--- src/hdl/lbt_pkg.sv ---
// Shared types and constants for the multi-LED blink timer.
`default_nettype none

package lbt_pkg;

  localparam int NUM_LEDS_DEF    = 5;
  localparam int COUNT_WIDTH_DEF = 16;
  localparam int MASK_WIDTH      = 5;
  localparam int OUT_WIDTH       = 5;
  localparam int TICK_WIDTH      = 16;

  localparam logic MODE_TICK = 1'b0;
  localparam logic MODE_CMD  = 1'b1;

  typedef enum logic [1:0] {
    LED_OFF   = 2'd0,
    LED_ON    = 2'd1,
    LED_BLINK = 2'd2
  } led_cmd_e;

  typedef struct packed {
    logic                  mode;
    logic [MASK_WIDTH-1:0] led_mask;
    logic [1:0]            led_status;
    logic [TICK_WIDTH-1:0] on_ticks;
    logic [TICK_WIDTH-1:0] off_ticks;
    logic [TICK_WIDTH-1:0] duration_ticks;
  } lbt_in_t;

  typedef struct packed {
    logic [OUT_WIDTH-1:0] led_levels;
    logic [OUT_WIDTH-1:0] blinking_mask;
  } lbt_out_t;

  // Per-LED control from the top level for one accepted transaction.
  typedef struct packed {
    logic       tick;
    logic       sel;
    logic [1:0] status;
  } lbt_ctl_t;

  // Per-LED state after the transaction.
  typedef struct packed {
    logic level;
    logic active;
  } lbt_led_t;

endpackage

`default_nettype wire

--- src/hdl/multi_led_blink_timer.sv ---
// Top level of the multi-LED blink timer: per-LED cells and result register.
//
//   channel   | handshake                  | payload
//   ----------+----------------------------+----------------------------
//   item      | item_valid / item_ready    | item   (lbt_pkg::lbt_in_t)
//   result    | result_valid / result_ready| result (lbt_pkg::lbt_out_t)
//
// One transaction per cycle while not stalled; its result is registered and shows in
// the cycle after acceptance. All LED cells update in parallel at the accepting edge.
// item_ready is low only while a result is held and result_ready is low.
// Synchronous reset turns all LEDs off, stops blinking and drops result_valid.
`default_nettype none

module multi_led_blink_timer #(
  parameter int NUM_LEDS    = lbt_pkg::NUM_LEDS_DEF,
  parameter int COUNT_WIDTH = lbt_pkg::COUNT_WIDTH_DEF
) (
  input  wire                    clk,
  input  wire                    rst,
  input  wire                    item_valid,
  output logic                   item_ready,
  input  wire lbt_pkg::lbt_in_t  item,
  output logic                   result_valid,
  input  wire                    result_ready,
  output lbt_pkg::lbt_out_t      result
);

  localparam int PAD_W = (NUM_LEDS > lbt_pkg::OUT_WIDTH) ? NUM_LEDS : lbt_pkg::OUT_WIDTH;

  logic                   accept;
  logic [COUNT_WIDTH-1:0] on_load, off_load, dur_load;
  logic [NUM_LEDS-1:0]    levels_next, active_next;
  logic [PAD_W-1:0]       levels_pad, active_pad;
  lbt_pkg::lbt_out_t      result_next;

  assign item_ready = !result_valid || result_ready;
  assign accept     = item_valid && item_ready;

  assign on_load  = COUNT_WIDTH'(item.on_ticks);
  assign off_load = COUNT_WIDTH'(item.off_ticks);
  assign dur_load = COUNT_WIDTH'(item.duration_ticks);

  for (genvar i = 0; i < NUM_LEDS; i++) begin : g_led
    lbt_pkg::lbt_ctl_t ctl;
    lbt_pkg::lbt_led_t st;

    always_comb begin
      ctl.tick   = (item.mode == lbt_pkg::MODE_TICK);
      ctl.status = item.led_status;
      if (i < lbt_pkg::MASK_WIDTH) begin
        ctl.sel = (item.mode == lbt_pkg::MODE_CMD) && item.led_mask[i % lbt_pkg::MASK_WIDTH];
      end else begin
        ctl.sel = 1'b0;
      end
    end

    lbt_led_cell #(
      .COUNT_WIDTH(COUNT_WIDTH)
    ) u_cell (
      .clk       (clk),
      .rst       (rst),
      .en        (accept),
      .ctl       (ctl),
      .on_load   (on_load),
      .off_load  (off_load),
      .dur_load  (dur_load),
      .state_next(st)
    );

    assign levels_next[i] = st.level;
    assign active_next[i] = st.active;
  end

  assign levels_pad = PAD_W'(levels_next);
  assign active_pad = PAD_W'(active_next);

  always_comb begin
    result_next.led_levels    = levels_pad[lbt_pkg::OUT_WIDTH-1:0];
    result_next.blinking_mask = active_pad[lbt_pkg::OUT_WIDTH-1:0];
  end

  always_ff @(posedge clk) begin
    if (rst) begin
      result_valid <= 1'b0;
    end else if (accept) begin
      result_valid <= 1'b1;
    end else if (result_ready) begin
      result_valid <= 1'b0;
    end
  end

  always_ff @(posedge clk) begin
    if (accept) begin
      result <= result_next;
    end
  end

endmodule

`default_nettype wire

--- src/hdl/lbt_led_cell.sv ---
// One LED channel: level, blink phase and down counters.
`default_nettype none

module lbt_led_cell #(
  parameter int COUNT_WIDTH = lbt_pkg::COUNT_WIDTH_DEF
) (
  input  wire                          clk,
  input  wire                          rst,
  input  wire                          en,
  input  wire lbt_pkg::lbt_ctl_t       ctl,
  input  wire logic [COUNT_WIDTH-1:0]  on_load,
  input  wire logic [COUNT_WIDTH-1:0]  off_load,
  input  wire logic [COUNT_WIDTH-1:0]  dur_load,
  output lbt_pkg::lbt_led_t            state_next
);

  logic                   level, level_next;
  logic                   active, active_next;
  logic                   phase, phase_next;
  logic [COUNT_WIDTH-1:0] dur_left, dur_left_next;
  logic [COUNT_WIDTH-1:0] phase_left, phase_left_next;
  logic [COUNT_WIDTH-1:0] on_time, on_time_next;
  logic [COUNT_WIDTH-1:0] off_time, off_time_next;
  logic [COUNT_WIDTH-1:0] phase_dec;

  always_comb begin
    level_next      = level;
    active_next     = active;
    phase_next      = phase;
    dur_left_next   = dur_left;
    phase_left_next = phase_left;
    on_time_next    = on_time;
    off_time_next   = off_time;
    // phase counter saturates at zero
    phase_dec = (phase_left != '0) ? (phase_left - COUNT_WIDTH'(1)) : phase_left;

    if (ctl.tick && active) begin
      if (dur_left == '0) begin
        level_next      = 1'b0;
        active_next     = 1'b0;
        phase_next      = 1'b0;
        phase_left_next = '0;
        on_time_next    = '0;
        off_time_next   = '0;
      end else begin
        level_next    = phase;
        dur_left_next = dur_left - COUNT_WIDTH'(1);
        if (phase_dec == '0) begin
          phase_next      = !phase;
          phase_left_next = phase ? off_time : on_time;
        end else begin
          phase_left_next = phase_dec;
        end
      end
    end else if (ctl.sel) begin
      case (ctl.status)
        lbt_pkg::LED_OFF, lbt_pkg::LED_ON: begin
          level_next      = (ctl.status == lbt_pkg::LED_ON);
          active_next     = 1'b0;
          phase_next      = 1'b0;
          dur_left_next   = '0;
          phase_left_next = '0;
          on_time_next    = '0;
          off_time_next   = '0;
        end
        lbt_pkg::LED_BLINK: begin
          on_time_next    = on_load;
          off_time_next   = off_load;
          phase_left_next = on_load;
          dur_left_next   = dur_load;
          phase_next      = 1'b1;
          active_next     = 1'b1;
        end
        default: ;
      endcase
    end

    state_next.level  = level_next;
    state_next.active = active_next;
  end

  always_ff @(posedge clk) begin
    if (rst) begin
      level  <= 1'b0;
      active <= 1'b0;
      phase  <= 1'b0;
    end else if (en) begin
      level  <= level_next;
      active <= active_next;
      phase  <= phase_next;
    end
  end

  // counters are only read while active, and a blink command loads them all
  always_ff @(posedge clk) begin
    if (en) begin
      dur_left   <= dur_left_next;
      phase_left <= phase_left_next;
      on_time    <= on_time_next;
      off_time   <= off_time_next;
    end
  end

endmodule

`default_nettype wire

--- config.mk ---
export PLATFORM = sky130hd
export DESIGN_NAME = multi_led_blink_timer
export DESIGN_NICKNAME = d
export VERILOG_FILES = /design/src/hdl/lbt_pkg.sv /design/src/hdl/multi_led_blink_timer.sv /design/src/hdl/lbt_led_cell.sv
export SDC_FILE = /design/constraint.sdc
export NUM_CORES = 1
export LEC_CHECK = 0
export BUFFER_PORTS_ARGS = -buffer_cell sky130_fd_sc_hd__buf_2
export CORE_UTILIZATION = 60
export DETAILED_ROUTE_END_ITERATION = 10
export PLACE_DENSITY_LB_ADDON = 0.05
export SYNTH_ARGS = -nofsm -noshare
export SYNTH_HDL_FRONTEND = slang
export SYNTH_HIERARCHICAL = 1
export SYNTH_SLANG_ARGS = --single-unit
export TNS_END_PERCENT = 30
--- constraint.sdc ---
create_clock -name clk -period 4.7 [get_ports clk]
set_input_delay 0.705 -clock clk [delete_from_list [all_inputs] [get_ports clk]]
set_output_delay 0.705 -clock clk [all_outputs]
set_load 0.02 [all_outputs]
Word-level counts from Yosys, hierarchy flattened

Cells that the tools add are included.

Register bits after elaboration: 346
Bits in latches: 0
Memory bits (writable): 0
ROM bits: 0
Input port bits: 60
Logic and storage cells: 263
Memories: 0

Add/subtract/negate cells: 10
Multipliers: 0
Div/mod/pow operators: 0
$lt $le $gt $ge: 0
Equal/unequal tests: 17
Shift-type cells: 0
Muxes and demuxes: 131
Bitwise gates (word level): 1
Reduce and logical (&&, ||, !) cells: 66

Operators by type and width:

| operator              | number |
|---|---|
| $mux 16               | 65 |
| $logic_not 16->1      | 10 |
| $sub 16x1->16 const B | 10 |
| $pmux 16 s2           | 3 |
| $reduce_bool 16->1    | 5 |
| $reduce_and 4->1      | 15 |
| $mux 1                | 57 |
| $ne 2x2->1 const B    | 10 |
| $ne 3x3->1 const B    | 5 |
| $reduce_and 3->1      | 5 |
| $reduce_bool 3->1     | 5 |
| $pmux 1 s2            | 6 |
| $reduce_bool 2->1     | 6 |
| $logic_and 1x1->1     | 11 |
| $logic_not 1->1       | 6 |
| $eq 2x1->1 const B    | 1 |
| $eq 2x2->1 const B    | 1 |
| $logic_not 2->1       | 1 |
| $reduce_or 2->1       | 1 |
| $logic_or 1x1->1      | 1 |
| $not 1->1             | 1 |

Longest topological paths before layout

Gate-level depths: netlist of run 1.

Depth in word-level cells: 6
Depth in mapped cells: 11
Mapped depth without buffers: 9

Modules after synthesis

The synthesis of run 1 kept the hierarchy.

Modules (own cells, without submodules):

| module                              | instances | cells each | area each (um2) |
|---|---|---|---|
| lbt_led_cell at g_led[0].u_cell ... | 2         | 361        | 3995.1 |
| lbt_led_cell at g_led[2].u_cell ... | 2         | 355        | 3839.9 |
| lbt_led_cell at g_led[4].u_cell     | 1         | 337        | 3703.6 |
| multi_led_blink_timer               | 1         | 21         | 390.4 |

Worst setup path after synthesis of run 1

OpenSTA, ideal clock, no wires.

Path kind: reg2reg
From: register g_led[4].u_cell.dur_left[9]
To: register g_led[4].u_cell.off_time[0] (enable)
Library setup time: 421 ps
Arrival time: 3493 ps
Slack: 786 ps
Stages on the path, launching flop included: 7
Path buffers: 1
Period minus slack after synthesis: 3914 ps
Path through: edfxtp_1 > or4_1 > or4_1 > nor4_2 > nor2_2 > clkbuf_1 > nor2_1

Cells in the longest elaborated chain, start to end: 3

Ends and longest elaborated chain:

| item                              | RTL line            | RTL |
|---|---|---|
| from (decl)                       | lbt_led_cell.sv:20  | `logic [COUNT_WIDTH-1:0] dur_left, dur_left_next;` |
| from (signal assigned)            | lbt_led_cell.sv:97  | `dur_left <= dur_left_next;` |
| $logic_not 16->1                  | lbt_led_cell.sv:38  | `if (dur_left == '0) begin` |
| $ne 2x2->1 (no source line)       | -                   |  |
| $reduce_and 4->1 (no source line) | -                   |  |
| to (signal assigned)              | lbt_led_cell.sv:100 | `off_time <= off_time_next;` |
| to (decl)                         | lbt_led_cell.sv:23  | `logic [COUNT_WIDTH-1:0] off_time, off_time_next;` |

No other way between the ends.
A chain may end at the register's enable or synchronous reset.

Worst setup path after layout of run 1

From: register g_led[1].u_cell.dur_left[0]
To: register g_led[1].u_cell.on_time[1] (enable)

Cells in the longest elaborated chain, start to end: 3

Ends and longest elaborated chain:

| item                              | RTL line           | RTL |
|---|---|---|
| from (decl)                       | lbt_led_cell.sv:20 |  |
| from (signal assigned)            | lbt_led_cell.sv:97 |  |
| $logic_not 16->1                  | lbt_led_cell.sv:38 |  |
| $ne 2x2->1 (no source line)       | -                  |  |
| $reduce_and 4->1 (no source line) | -                  |  |
| to (signal assigned)              | lbt_led_cell.sv:99 | `on_time <= on_time_next;` |
| to (decl)                         | lbt_led_cell.sv:22 | `logic [COUNT_WIDTH-1:0] on_time, on_time_next;` |

No other way between the ends.

==> results of run 1 <==
-- logic make-up after synthesis --
logic type | after synthesis
buffers and inverters | 147
multiplexers | 112
AND/OR/NAND/NOR | 703
XOR/XNOR | 91
adder cells (fa/ha/maj) | 15
AO/OA/AOI/OAI | 376
flip-flops | 346
-- worst max-delay path, cell delays in order, from the launching register on --
cell,delay [ps]
edfxtp_1,420
inv_1,80
ha_1,180
nor3b_1,450
nor4b_1,840
a21oi_2,430
nor2_2,390
buf_4,390
-- state kept, by name, summed over array words and instances (netlist names) --
register,count
g_led.u_cell/on_time,80
result,10
g_led.u_cell/phase,5
g_led.u_cell/phase_left,80
g_led.u_cell/level,5
g_led.u_cell/dur_left,80
g_led.u_cell/active,5
g_led.u_cell/off_time,80
result_valid,1
-- worst paths after layout --
kind / start / to / slack, ps / depth (start not counted)
max: g_led[1].u_cell/dur_left[0] / g_led[1].u_cell/on_time[1] / 1170 / 7
min: item_valid / result_valid / 440 / 3
max reg2reg: g_led[1].u_cell/dur_left[0] / g_led[1].u_cell/on_time[1] / 1170 / 7
min reg2reg: g_led[1].u_cell/level / g_led[1].u_cell/level / 500 / 2
-- layout make-up --
cell class | count | area [sq um]
antenna | 3 | 7.507
clock buffer | 50 | 1027
clock inverter | 18 | 197.7
fill | 2538 | 10840
inverter | 50 | 187.7
multi-input combinational | 1297 | 8835
sequential | 346 | 10230
tap | 442 | 553.0
timing repair buffer | 100 | 573.1
-- layout by cell type, fill, tap and decap left out, types with 15 or more instances in the layout --
cell type  netlist  final
a21oi_1         75     75
and2_1          78     78
and3_1          76     76
buf_2            5     71
buf_4           13     29
clkbuf_16        0     39
dfxtp_1         16     16
edfxtp_1       330    330
ha_1            15     15
inv_1           50     50
mux2_2          28     28
mux2i_1         84     84
nand2_1        162    162
nand3_1         32     32
nand4_1         16     16
nor2_1          83     78
nor3_1          44     44
nor4_1          28     28
o21ai_0        100    100
o21ai_1         45     45
o21ai_2         20     20
or3_1           19     19
or4_1           21     21
xnor2_1         57     57
xor2_1          34     34
-- report_power, final --
part	total, mW	switching (mW)	internal [mW]
Clock	2.96	1.20	1.76
Sequential	3.58	0.0905	3.49
Combinational	0.580	0.377	0.203
Total	7.12	1.67	5.45
-- layer usage --
metal / GRT usage (%) / routed length [um] / up-vias
li1: - / - / 6867
met1: 45.03 / 23000 / 7189
met2: 50.32 / 24530 / 586
met3: 4.853 / 3921 / 103
met4: 11.63 / 1647 / 0
met5: 0 / 0 / -
==> metrics list, run 1 <==
* Clock network latency to the later pin of the worst-skew pair: roughly 540 ps
* Leakage power of the design: 7.531 nW
- Maximum fanout along the worst path: 27
- Proportion of synthesized area in mux cells: under 10%
* Syn_nets: 1865
* Layout Cells excl Fill: 2306
* Top area cells in the synthesized netlist: edfxtp_1 (50%), mux2i_1 (4.3%), nand2_1 (3.1%), o21ai_0 (2.5%), xnor2_1 (2.5%)
- Relative to the synthesized area, the layout overhead comes to 9.344%.
* Dominant cell type by area after synthesis: edfxtp_1
- The number of setup buffers added after CTS is 0.
- The synthesized netlist devotes 0.9496% of its cell area to adder and majority cells.
* Number of global-route vias before repair: 14010
* Chip Height: 183.5 um
- Most frequently used cell type in the post-synthesis netlist: edfxtp_1
- Starting DRT DRC Count: 1571
* P per Cell Area: 329.3 nW/um^2
- Share of synthesized flip-flops with an asynchronous set or reset: 0%
- Setup slack after layout: 1172 ps
- Longest Clk Path Bufs: 3
* TritonCTS Buffers: 37
* Startpoint type of the worst setup path: flip-flop
- The H-tree was split into 2 levels.
* DP HPWL: 36850 um
* Cell row count: 66
- Summing the areas of all compound-gate instances in the mapped netlist gives 12.45% of the synthesized area.
* Routed length per instance: approximately 23 um
- At the end of the flow, the number of nets in the layout was 1907.
- Buffers placed on the I/O ports in this run total 71.
* CP required: 4890 ps
- The most used flip-flop cell after synthesis is edfxtp_1.
- During I/O placement, the number of pins put on the boundary was 72.
* Result of the run: complete, no violations
- The worst-case IR drop observed on VDD is just over 0.3 mV.
* Post-route clock period utilization: between 70% and 80%
* Kind of end point of the critical path: flip-flop
* Detailed-routing iteration count for the pre-antenna-repair pass: 6
- Initial antenna violation count: 6
- Total Negative Setup Slacks: 0 ps
* Initial standard-cell utilization of the core: roughly three fifths
- Count of synthesis-stage warnings from yosys: 6
* Pin slew with the least headroom to its limit: 1094 ps
* Final wirelength: 53100 um
* Class of the most critical setup path: reg2reg
- Synthesis produced a netlist whose cell count is 1790.
- Clock slew seen by the registers of the worst setup and hold paths: around 60 ps
- Fraction of final layout cells sized beyond drive strength 1: between 10% and 20%
* Number of distinct library cells after synthesis: 90
- Combined global-route utilization of all metal layers: 31.96%
* Synth top cells by count: edfxtp_1 (330), nand2_1 (162), o21ai_0 (100), mux2i_1 (84), nor2_1 (83)
- The routed layout has 14750 vias.
- For this run, the register share of the synthesized area comes to a little over 50%.
- Global routing finished with a remaining overflow of 0.
* Max-capacitance violation count: 0
- Power comes to 7.116 mW.
* Die outline area: 33670 sq um
- Final setup vio count: 0
- Cell Count Post-Placement: 2235
* Average via count per standard cell: approximately 6.4
* Cells resized by post-CTS repair: 0
- After detailed placement, the total cell area comes to roughly 20000 sq um.
- The number of hold buffers added after CTS was 0.
- CTS tree: done
- Static timing analysis puts the maximum clock frequency at 283.4 MHz.
- The top cell type by area accounts for 50.14% of the synthesized area.
- Average size of a mapped cell: 11.04 sq um
- Main combinational cell family by area after synthesis: simple AND/OR/NAND/NOR gates
- Final hold violation count: 0
* Area fraction in and, or, nand and nor cells after synthesis: 21.25%
* CTS root buf: clkbuf_16
- On the final layout, the worst clock skew is 23.44 ps.
- Post-synth EDFFs: 330
* Core region area: 32450 sq um
- The synthesized netlist devotes 4.033% of its cell area to XOR and XNOR gates.
* Classification of the worst-slack hold path: in2reg
- The synthesized design contains 346 register bits.
- Relative slew margins: 26.98%
* CP Data Arrival Time: around 3700 ps
* Final ANT Viol Nets: 0
* Shortest period the worst path allows: 3528 ps
* Final cell area excluding filler cells: around 22000 sq um
* Gp weighted congestion: 0.9571
- Setup repair after global routing left no endpoint under its margin.
- The tightest hold path in the finished design has a slack of 439.3 ps.
- Final Max Slew Viols: 0
* Dpl ws: 1216 ps
- Entering global routing, the biggest net connects 48 pins.
* Netlist area before placement: 19760 sq um
* DR DRC count: 0
- Once layout is complete, the utilization of the core stands at 66.59%.
- First-pass GRT wire length: 81390 um
* Number of clock sinks seen by CTS: 346
- From left edge to right edge, the die measures 183.5 um.
Note: power is estimated with default switching activity, not from simulation.
==> inputs of run 2 (changes only) <==
Clock period 4.7 ns to 3.55 ns, I/O delays scaled along.
==> metrics list, run 2 (synthesis results as in run 1) <==
* Result of the run: complete, no violations (unchanged)
* Area growth syn-to-layout: 10.50% (was 9.344%)
* Clock slew seen by the registers of the worst setup and hold paths: 60 ps (about the same)
- Final ANT Viol Nets: 0 (unchanged)
- The gate family responsible for the most delay along the worst path is simple AND/OR/NAND/NOR gates (unchanged).
- Slowest library cell on the worst path: edfxtp_1 (was nor4b_1)
- Worst path buffer plus inverter count: 1 (was 2)
- The die boundary width came to 183.5 um (unchanged).
- The number of vias per cell after detailed routing was 6.355 (was 6.394).
- RSZ-0062 raised after global routing: false (unchanged)
- Post-route clock period utilization: 86.94% (was 75.07%)
- The count of vias placed by the detailed router is 14800 (was 14750).
- Number of setup buffers added after CTS: 0 (unchanged)
- Core region area: 32450 sq um (unchanged)
* CP Data Arrival Time: 3430 ps (was 3720 ps)
- The delay of the slowest critical-path stage was 500 ps (was 840 ps).
- Dpl ws: 474.2 ps (was 1216 ps)
- The TritonCTS clock tree was done (unchanged).
- The initial standard-cell utilization of the core came to 60.90% (unchanged).
- The count of maximum capacitance violations came to 0 (unchanged).
* Pin slew with the least headroom to its limit: 1101 ps (was 1094 ps)
- GRT Residual Overflow: 0 (unchanged)
- Longest Clk Path Bufs: 3 (unchanged)
* Final setup vio count: 0 (unchanged)
* Hold Path Origin: item_valid (unchanged)
- The number of clock buffers inserted by TritonCTS was 39 (was 37).
- Clock network latency to the later pin of the worst-skew pair: 520 ps (was 540 ps)
- The total die area came to 33670 sq um (unchanged).
* Class of the most critical setup path: reg2reg (unchanged)
- The average routed wire per standard cell is 23.15 um (was 23.03 um).
- The capturing element type of the critical path was a flip-flop (unchanged).
- The first-pass GRT wire length was 81550 um (was 81390 um).
- The kind of path behind the tightest hold check is in2reg (unchanged).
- The quantity of hold-fixing buffers added after cts is 0 (unchanged).
- The maximum fanout count along the critical path came to 14 (was 27).
* CTS root buf: clkbuf_16 (unchanged)
* Count of fill cells added during filler insertion: 2500 (was 2538)
* Detailed-routing iteration count for the pre-antenna-repair pass: 5 (was 6)
* Number of nets in the layout: 1932 (was 1907)
- The final count of pins violating max slew came to 0 (unchanged).
* DR DRC count: 0 (unchanged)
- Shortest period the worst path allows: 3086 ps (was 3528 ps)
- The setup slack of the critical path after layout was 463.5 ps (was 1172 ps).
* P per Cell Area: 436.3 nW/um^2 (was 329.3 nW/um^2)
- Total I/O pin count: 72 (unchanged)
- DP HPWL: 37190 um (was 36850 um)
* Port Buf Inserts: 71 (unchanged)
- Number of global-route vias before repair: 14050 (was 14010)
* Ant. Diodes: 0 (was 3)
- The type of origin of the critical path was a flip-flop (unchanged).
- The final non-filler cell total is 2329 (was 2306).
- The commonest non-fill, non-tap cell in the layout is edfxtp_1 (unchanged).
- Initial antenna violation count: 7 (was 6)
- H-tree depth: 2 (unchanged)
- The vertical die dimension is 183.5 um (unchanged).
- Cell row count: 66 (unchanged)
* Cell Count Post-Placement: 2258 (was 2235)
* Final hold violation count: 0 (unchanged)
- The worst voltage drop across the vdd grid was 0.3624 mV (was 0.3118 mV).
- The aggregate global-route resource usage is 32.01% (was 31.96%).
- The normalized max-slew margin came to 26.53% (was 26.98%).
- Launching point of the worst reg2reg path: g_led[1].u_cell/phase_left[0] (was g_led[1].u_cell/dur_left[0])
* Cells resized by post-CTS repair: 0 (unchanged)
- The overall routed net length is 53920 um (was 53100 um).
- The final weighted congestion of routability-driven global placement was 0.9425 (was 0.9571).
- Largest net degree at the start of global routing: 48 (unchanged)
- Max Clk Rate: 324.0 MHz (was 283.4 MHz)
- CP Launch Point: g_led[1].u_cell/phase_left[0] (was g_led[1].u_cell/dur_left[0])
- Number of clock sinks seen by CTS: 346 (unchanged)
- The worst endpoint required time was 3890 ps (was 4890 ps).
- The number of DRC markers in iteration 0 was 1507 (was 1571).
* Fraction of final layout cells sized beyond drive strength 1: 17.59% (was 16.50%)
- Most used cells in the layout excluding fill and tap cells: edfxtp_1 (330), nand2_1 (162), o21ai_0 (100) (unchanged)
* Leakage power of the design: 7.679 nW (was 7.531 nW)
* Clk_skew: 11.24 ps (was 23.44 ps)
- Crit path cell chain: inv_1 > ha_1 > nor4b_4 > nand4_1 > mux2i_1 > nor4_4 > nand4_4 > o211ai_1 (was inv_1 > ha_1 > nor3b_1 > nor4b_1 > a21oi_2 > nor2_2 > buf_4).
- The utilization of the core after routing is 67.30% (was 66.59%).
-- run 2: cell types whose count changed in the layout (fill, tap and decap cells not counted), moves of 2 or more --
cell	delta
buf_4	+22
clkbuf_8	+3
diode_2	-3
clkbuf_16	+2
clkinv_1	+2
-- run 2: area by class of cell --
class	instances	area, sq um	area share (%)
well taps	442	553.0	2.532
clock buffers	54	1115	5.105
inverters	50	187.7	0.8594
multi-input cells	1297	8835	40.45
repair buffers	123	758.2	3.472
clock inverters	17	161.4	0.7390
flip-flops and latches	346	10230	46.84
-- run 2: final timing paths --
kind | endpoint | slack [ps] | cells after the start
worst min register to register | g_led[0].u_cell/level | 490 | 2
worst max-delay path | g_led[1].u_cell/phase_left[9] | 460 | 8
worst min-delay path | result_valid | 270 | 3
worst max register to register | g_led[1].u_cell/phase_left[9] | 460 | 8
-- run 2: where the power goes --
part / switching (mW) / internal (mW)
combinational: 0.513 / 0.279
sequential: 0.113 / 4.62
clock: 1.60 / 2.41
-- run 2: stage by stage --
step / total power [mW] / cell area (sq um) / hold WS (ps) / TNS [ps]
after detailed placement: 5.588 / 20560 / 486.2 / 0
after floorplan: 5.263 / 19770 / 459.6 / -6262
after CTS: 9.562 / 21840 / 259.4 / 0
after global routing: 9.795 / 21840 / 267.3 / 0
after global placement: 5.567 / 20560 / 474.2 / 0
final: 9.529 / 21840 / 270.6 / 0
-- run 2: worst register-to-register path, stage by stage, from the launching register on --
cell,delay [ps]
edfxtp_1,500
inv_1,170
ha_1,190
nor4b_4,270
nand4_1,390
mux2i_1,280
nor4_4,440
nand4_4,370
o211ai_1,310
-- run 2: routing by layer --
| layer | global-route usage (%) | wire length, um | up-vias |
|---|---|---|---|
| met5 | 0 | 13 | - |
| met1 | 44.18 | 22720 | 7184 |
| met4 | 12.80 | 1971 | 2 |
| met3 | 5.527 | 4475 | 101 |
| met2 | 50.36 | 24750 | 610 |
| li1 | - | - | 6904 |
